--- src/hw/rtl/afsp_pkg.sv ---
// shared types and constants for the accelerometer fifo frame parser
`default_nettype none
package afsp_pkg;

  localparam int unsigned PAYLOAD_BYTES = 6;
  localparam int unsigned PHASE_W       = 3;
  localparam logic [7:0]  SYNC_HEADER   = 8'h84;

  localparam int unsigned CFG_INDEX_W = 2;
  localparam logic [CFG_INDEX_W-1:0] CFG_OFFSET_X = 2'd0;
  localparam logic [CFG_INDEX_W-1:0] CFG_OFFSET_Y = 2'd1;
  localparam logic [CFG_INDEX_W-1:0] CFG_OFFSET_Z = 2'd2;

  localparam int unsigned S_TDATA_W = 16;
  localparam int unsigned M_TDATA_W = 64;

  typedef struct packed {
    logic signed [15:0] x;
    logic signed [15:0] y;
    logic signed [15:0] z;
  } offsets_t;

  typedef struct packed {
    logic               frame_valid;
    logic signed [16:0] accel_x;
    logic signed [16:0] accel_y;
    logic signed [16:0] accel_z;
    logic               batch_done;
    logic [7:0]         frames_parsed;
  } result_t;

endpackage
`default_nettype wire

--- src/hw/rtl/accel_fifo_frame_sync_parser_core.sv ---
// Accelerometer FIFO frame parser: top level with config registers and output skid
//
// Input stream s_*: one FIFO byte per beat, s_tdata = {frame_limit, fifo_byte},
// s_tlast marks the last byte of a batch. Bytes other than the 0x84 header are
// skipped while hunting; a header is followed by six payload bytes, three
// little-endian signed 16-bit axes x, y, z. Each axis has its offset subtracted.
// Output stream m_*: a beat is sent when a frame completes, on the batch's last
// byte, or both. m_tuser = frame_valid, m_tlast = batch_done,
// m_tdata = {zeros, frames_parsed, accel_z, accel_y, accel_x}.
// Config channel cfg_*: index 0/1/2 writes offset x/y/z; cfg_ready is always high.
// A result is registered onto m_* from the byte that causes it, via the skid register if m_* is stalled.
// Throughput: one byte per cycle while s_tready is high, through the parser and output register.
// When m_tready is low, one further result goes into a skid register and s_tready
// drops until the skid register drains.
// Reset clears the parser phase, the frame count, the offsets and both output valid flags.
`default_nettype none
module accel_fifo_frame_sync_parser_core (
  input  wire logic                                clk,
  input  wire logic                                rst,
  input  wire logic                                s_tvalid,
  output logic                                     s_tready,
  input  wire logic [afsp_pkg::S_TDATA_W-1:0]      s_tdata,  // fifo_byte[7:0], frame_limit[15:8]
  input  wire logic                                s_tlast,
  output logic                                     m_tvalid,
  input  wire logic                                m_tready,
  output logic [afsp_pkg::M_TDATA_W-1:0]           m_tdata,  // accel_x, accel_y, accel_z, frames_parsed
  output logic                                     m_tuser,  // frame_valid
  output logic                                     m_tlast,
  input  wire logic                                cfg_valid,
  output logic                                     cfg_ready,
  input  wire logic [afsp_pkg::CFG_INDEX_W-1:0]    cfg_index,
  input  wire logic [15:0]                         cfg_data
);
  import afsp_pkg::*;

  offsets_t offsets;
  logic     beat;
  logic     res_valid;
  result_t  res;
  result_t  out_res;
  logic     skid_valid;
  result_t  skid_res;
  logic     out_free;

  assign cfg_ready = 1'b1;
  assign s_tready  = ~skid_valid;
  assign beat      = s_tvalid & s_tready;
  assign out_free  = ~m_tvalid | m_tready;

  always_ff @(posedge clk) begin
    if (rst) begin
      offsets <= '0;
    end else if (cfg_valid) begin
      case (cfg_index)
        CFG_OFFSET_X: offsets.x <= cfg_data;
        CFG_OFFSET_Y: offsets.y <= cfg_data;
        CFG_OFFSET_Z: offsets.z <= cfg_data;
        default: ;
      endcase
    end
  end

  afsp_parser u_parser (
    .clk         (clk),
    .rst         (rst),
    .beat        (beat),
    .fifo_byte   (s_tdata[7:0]),
    .batch_end   (s_tlast),
    .frame_limit (s_tdata[15:8]),
    .offsets     (offsets),
    .res_valid   (res_valid),
    .res         (res)
  );

  always_ff @(posedge clk) begin
    if (rst) begin
      m_tvalid   <= 1'b0;
      skid_valid <= 1'b0;
    end else if (out_free) begin
      if (skid_valid) begin
        m_tvalid   <= 1'b1;
        skid_valid <= 1'b0;
      end else begin
        m_tvalid <= beat & res_valid;
      end
    end else if (beat & res_valid) begin
      skid_valid <= 1'b1;
    end
  end

  always_ff @(posedge clk) begin
    if (out_free) begin
      out_res <= skid_valid ? skid_res : res;
    end else if (beat & res_valid) begin
      skid_res <= res;
    end
  end

  assign m_tdata = {5'b0, out_res.frames_parsed, out_res.accel_z, out_res.accel_y,
                    out_res.accel_x};
  assign m_tuser = out_res.frame_valid;
  assign m_tlast = out_res.batch_done;

endmodule
`default_nettype wire

--- src/hw/rtl/afsp_parser.sv ---
// header hunt, payload assembly, offset subtraction and per-batch frame count
`default_nettype none
module afsp_parser (
  input  wire logic              clk,
  input  wire logic              rst,
  input  wire logic              beat,
  input  wire logic [7:0]        fifo_byte,
  input  wire logic              batch_end,
  input  wire logic [7:0]        frame_limit,
  input  wire afsp_pkg::offsets_t offsets,
  output logic                   res_valid,
  output afsp_pkg::result_t      res
);
  import afsp_pkg::*;

  logic [PHASE_W-1:0] payload_phase;
  logic [PHASE_W-1:0] payload_phase_next;
  logic [39:0]        payload_bytes;
  logic [39:0]        payload_bytes_next;
  logic [7:0]         frame_count;
  logic [7:0]         frame_count_next;
  logic               frame;
  logic [15:0]        raw_x;
  logic [15:0]        raw_y;
  logic [15:0]        raw_z;
  logic [7:0]         count_inc;

  assign raw_x     = payload_bytes[15:0];
  assign raw_y     = payload_bytes[31:16];
  assign raw_z     = {fifo_byte, payload_bytes[39:32]};
  assign count_inc = (frame_count == 8'hFF) ? frame_count : frame_count + 8'd1;

  always_comb begin
    payload_phase_next = payload_phase;
    payload_bytes_next = payload_bytes;
    frame_count_next   = frame_count;
    frame              = 1'b0;
    if (payload_phase == '0 || payload_phase > PHASE_W'(PAYLOAD_BYTES)) begin
      payload_phase_next = '0;
      if (fifo_byte == SYNC_HEADER && frame_count < frame_limit) begin
        payload_phase_next = PHASE_W'(1);
      end
    end else if (payload_phase < PHASE_W'(PAYLOAD_BYTES)) begin
      unique case (payload_phase)
        3'd1:    payload_bytes_next[7:0]   = fifo_byte;
        3'd2:    payload_bytes_next[15:8]  = fifo_byte;
        3'd3:    payload_bytes_next[23:16] = fifo_byte;
        3'd4:    payload_bytes_next[31:24] = fifo_byte;
        default: payload_bytes_next[39:32] = fifo_byte;
      endcase
      payload_phase_next = payload_phase + PHASE_W'(1);
    end else begin
      frame              = 1'b1;
      frame_count_next   = count_inc;
      payload_phase_next = '0;
    end
    if (batch_end) begin
      payload_phase_next = '0;
      frame_count_next   = '0;
    end
  end

  always_comb begin
    res_valid         = frame | batch_end;
    res.frame_valid   = frame;
    res.batch_done    = batch_end;
    res.frames_parsed = frame ? count_inc : frame_count;
    res.accel_x       = '0;
    res.accel_y       = '0;
    res.accel_z       = '0;
    if (frame) begin
      res.accel_x = {raw_x[15], raw_x} - {offsets.x[15], offsets.x};
      res.accel_y = {raw_y[15], raw_y} - {offsets.y[15], offsets.y};
      res.accel_z = {raw_z[15], raw_z} - {offsets.z[15], offsets.z};
    end
  end

  always_ff @(posedge clk) begin
    if (rst) begin
      payload_phase <= '0;
      frame_count   <= '0;
    end else if (beat) begin
      payload_phase <= payload_phase_next;
      frame_count   <= frame_count_next;
    end
  end

  always_ff @(posedge clk) begin
    if (beat) begin
      payload_bytes <= payload_bytes_next;
    end
  end

endmodule
`default_nettype wire

--- config.mk ---
export PLATFORM = sky130hd
export DESIGN_NAME = accel_fifo_frame_sync_parser_core
export DESIGN_NICKNAME = d
export VERILOG_FILES = /design/src/hw/rtl/afsp_pkg.sv /design/src/hw/rtl/accel_fifo_frame_sync_parser_core.sv /design/src/hw/rtl/afsp_parser.sv
export SDC_FILE = /design/constraint.sdc
export NUM_CORES = 1
export LEC_CHECK = 0
export BUFFER_PORTS_ARGS = -buffer_cell sky130_fd_sc_hd__buf_4
export CAP_MARGIN = 20
export CORE_MARGIN = 1
export CORE_UTILIZATION = 64
export CTS_CLUSTER_SIZE = 12
export DETAILED_ROUTE_END_ITERATION = 8
export PLACE_DENSITY = 0.94
export REMOVE_ABC_BUFFERS = 1
export SYNTH_ARGS = -nofsm -noshare
export SYNTH_HDL_FRONTEND = slang
export SYNTH_SLANG_ARGS = --single-unit
--- constraint.sdc ---
create_clock -name clk -period 9.2 [get_ports clk]
set_clock_uncertainty 0.05 [all_clocks]
set_input_delay 0 -clock clk [delete_from_list [all_inputs] [get_ports clk]]
set_output_delay 0 -clock clk [all_outputs]
set_load 0.05 [all_outputs]
==> impl_metrics.tcl <==
set metrics [dict create \
    status "completed" \
    vdd_drop_max_uv 152.3 \
    hold_start "s_tdata[15]" \
    grt_max_degree 81 \
    routed-via-count 8869 \
    finalSetupTns_ns 0 \
    syn_area_per_cell_um2 10.34 \
    overflow 0 \
    firstDrtPassIters 7 \
    die_y_um 133.3 \
    required_ns 9.51 \
    routed_wl_um 28270 \
    ys_types 66 \
    die_w_um 133.3 \
    hold_class "input pin to flip-flop" \
    cts.htree.levels 1 \
    syn2layout_area_growth_pct 17.24 \
    viasPerCell 6.241 \
    synth_top_area_cell "edfxtp_1" \
    dr.first_iter.drc_count 843 \
    rrSetupSlack_ns 5.81 \
    grt_setup_unrepaired "no" \
    coreArea_um2 16700 \
    leakage_nw 5.089 \
    startpoint_type "flip-flop" \
    initial_core_util 0.6611 \
    ys_ff_latch 223 \
    drv_slew 0 \
    synth_cells 1068 \
    antenna_left 0 \
    drc 0 \
    syn_area_um2 11040 \
    reg2reg_depth 8 \
    async_flop_share 0 \
    die_area_um2 17780 \
    fin_nets 1288 \
    drive_gt1_frac 0.1392 \
    cts_sinks 223 \
    numPortBuffers 102 \
    r2r_start "skid_valid" \
    crit_fanout 77 \
    period_share 0.3686 \
    cts_setup_buffers 0 \
    worst_hold_path.endpoint "u_parser.payload_phase[0]" \
    maxClockFrequency_ghz 0.2949 \
    cts_tree "yes" \
    p_total_mw 2.173 \
    fin_area_um2 12940 \
    critical_path_class "flip-flop to flip-flop" \
    track_usage 0.3164 \
    clock_latency_ns 0.51 \
    antenna_found_initial 0 \
    hold_path_depth 5 \
    place.detailed.hpwl_um 16990 \
    yosysWarnings 0 \
    cts_resized 0 \
    hold_viol 0 \
    ys_top_cells_by_area "edfxtp_1 44%, dfxtp_1 11%, ha_1 6.9%" \
    clk_pin_slew_worst_paths_ns 0.06 \
    synth_edf_count 162 \
    cts_max_path_buffers 3 \
    gp_congestion 0.8916 \
    worst_pin_slew_ns 0.8737 \
    synthFlopType "edfxtp_1" \
    setup_viol 0 \
    critPathCaptureType "flip-flop" \
    cts_made_buffers 23 \
    max_cap_viol_count 0 \
    fillers 994 \
    slew_headroom 0.4175 \
    worst_ep_arrival_time_ns 3.70 \
    root_buffer "clkbuf_16" \
    r2r_end "u_parser.frame_count[3]" \
    hold_slack_ns 0.1333 \
    grt_pass1_vias 8638 \
    powerDensity_nw_per_um2 167.9 \
    std_cell_rows 47 \
    wl_per_cell_um 19.89 \
    synth_top_area_share 0.4406 \
    ios 109 \
    period_needed_ns 3.391 \
    yosysSeqAreaShare 0.5512 \
    place_area_um2 11910 \
    grt_first_pass_wirelength_um 43700 \
]
-- critical path: stages, from the launching register on --
cell      delay (ns)
dfxtp_2         0.33
buf_4           0.61
clkinv_1        0.87
nand2_1         0.51
nor3_1          0.09
buf_4           0.22
and2_2          0.23
a41oi_1         0.22
a311oi_1        0.07
-- flip-flops by register name, summed over array words and instances (netlist names) --
name / flops
skid_res: 61
m_tdata: 59
offsets: 48
u_parser.payload_bytes: 40
u_parser.frame_count: 8
u_parser.payload_phase: 3
m_tlast: 1
m_tuser: 1
m_tvalid: 1
skid_valid: 1
-- synth_stat cells (5+ instances only) --
| master | instances |
|---|---|
| buf_4 | 6 |
| edfxtp_1 | 162 |
| dfxtp_1 | 61 |
| a31oi_1 | 8 |
| xor2_1 | 15 |
| o31ai_1 | 32 |
| nand4_1 | 5 |
| o21ai_0 | 35 |
| nor2_1 | 80 |
| ha_1 | 61 |
| nand2_1 | 186 |
| o21ai_1 | 5 |
| clkbuf_1 | 40 |
| o211ai_1 | 11 |
| a21o_1 | 13 |
| mux2_2 | 14 |
| nand2b_1 | 13 |
| a21oi_1 | 99 |
| xnor2_1 | 30 |
| nand3_1 | 20 |
| nor3_1 | 11 |
| inv_1 | 70 |
| and3_1 | 9 |
-- cell type report --
| cell class | count | area [um2] | area share |
|---|---|---|---|
| multi-input combinational | 720 | 4457 | 0.3443 |
| inverter | 72 | 270.3 | 0.02088 |
| sequential | 223 | 6087 | 0.4703 |
| antenna | 1 | 2.502 | 0.0001933 |
| timing repair buffer | 144 | 1166 | 0.09009 |
| clock buffer | 40 | 680.7 | 0.05259 |
| tap | 220 | 275.3 | 0.02127 |
| clock inverter | 1 | 5.005 | 0.0003867 |
-- layer usage --
layer  global-route usage  vias to the layer above  routed length, um
met3              0.05251                      150               2405
li1                     -                     3991                  -
met4               0.1755                        0               1560
met5                    0                        -                  0
met2               0.5324                      542              13720
met1               0.3897                     4186              10580
-- timing repair --
| action | in CTS | in global routing |
|---|---|---|
| setup endpoints to repair | 0 | 0 |
| endpoints found under the hold margin | 115 | 0 |
| hold buffers | 34 | 0 |
-- report_power, final --
part	internal (mW)	switching (mW)
combinational	0.0696	0.136
clock	0.499	0.373
sequential	1.09	0.00816
-- through the flow --
stage | setup slack, ns | util | cells
after floorplan | 3.753 | - | 1015
after global placement | 6.086 | 0.7130 | 1344
after detailed placement | 5.980 | 0.7130 | 1344
after CTS | 5.901 | 0.7744 | 1419
after global routing | 5.654 | 0.7749 | 1420
final | 5.809 | 0.7750 | 1421
-- logic make-up after synthesis --
group	count (synthesis)	share of synthesized area
and+or+nand+nor	351	0.1387
AOI/OAI and AO/OA	238	0.1347
DFF	223	0.5512
buffers and inverters	129	0.04782
adders and majority gates	64	0.07457
xor gates and xnor gates	45	0.03570
muxes	16	0.01655
other	2	0.0006802
-- layout by cell type (no fill, tap or decap), types with 13 or more instances in the layout --
| cell type | instances |
|---|---|
| nand2_1 | 186 |
| edfxtp_1 | 162 |
| buf_4 | 109 |
| a21oi_1 | 99 |
| nor2_1 | 79 |
| inv_1 | 70 |
| ha_1 | 61 |
| dfxtp_1 | 60 |
| o21ai_0 | 35 |
| dlygate4sd3_1 | 34 |
| o31ai_1 | 32 |
| xnor2_1 | 30 |
| clkbuf_16 | 24 |
| nand3_1 | 20 |
| xor2_1 | 15 |
| mux2_2 | 14 |
| clkbuf_1 | 14 |
| a21o_1 | 13 |
-- how the worst max path moves through the flow --
stage                    start                       to  slack (ns)
floorplan             m_tvalid              skid_res[0]        3.75
detailed placement  skid_valid  u_parser.frame_count[3]        5.98
global route        skid_valid  u_parser.frame_count[3]        5.65
global placement    skid_valid  u_parser.frame_count[3]        6.09
CTS                 skid_valid  u_parser.frame_count[3]        5.90
finish              skid_valid  u_parser.frame_count[3]        5.81
Note: power is estimated with default switching activity, not from simulation.
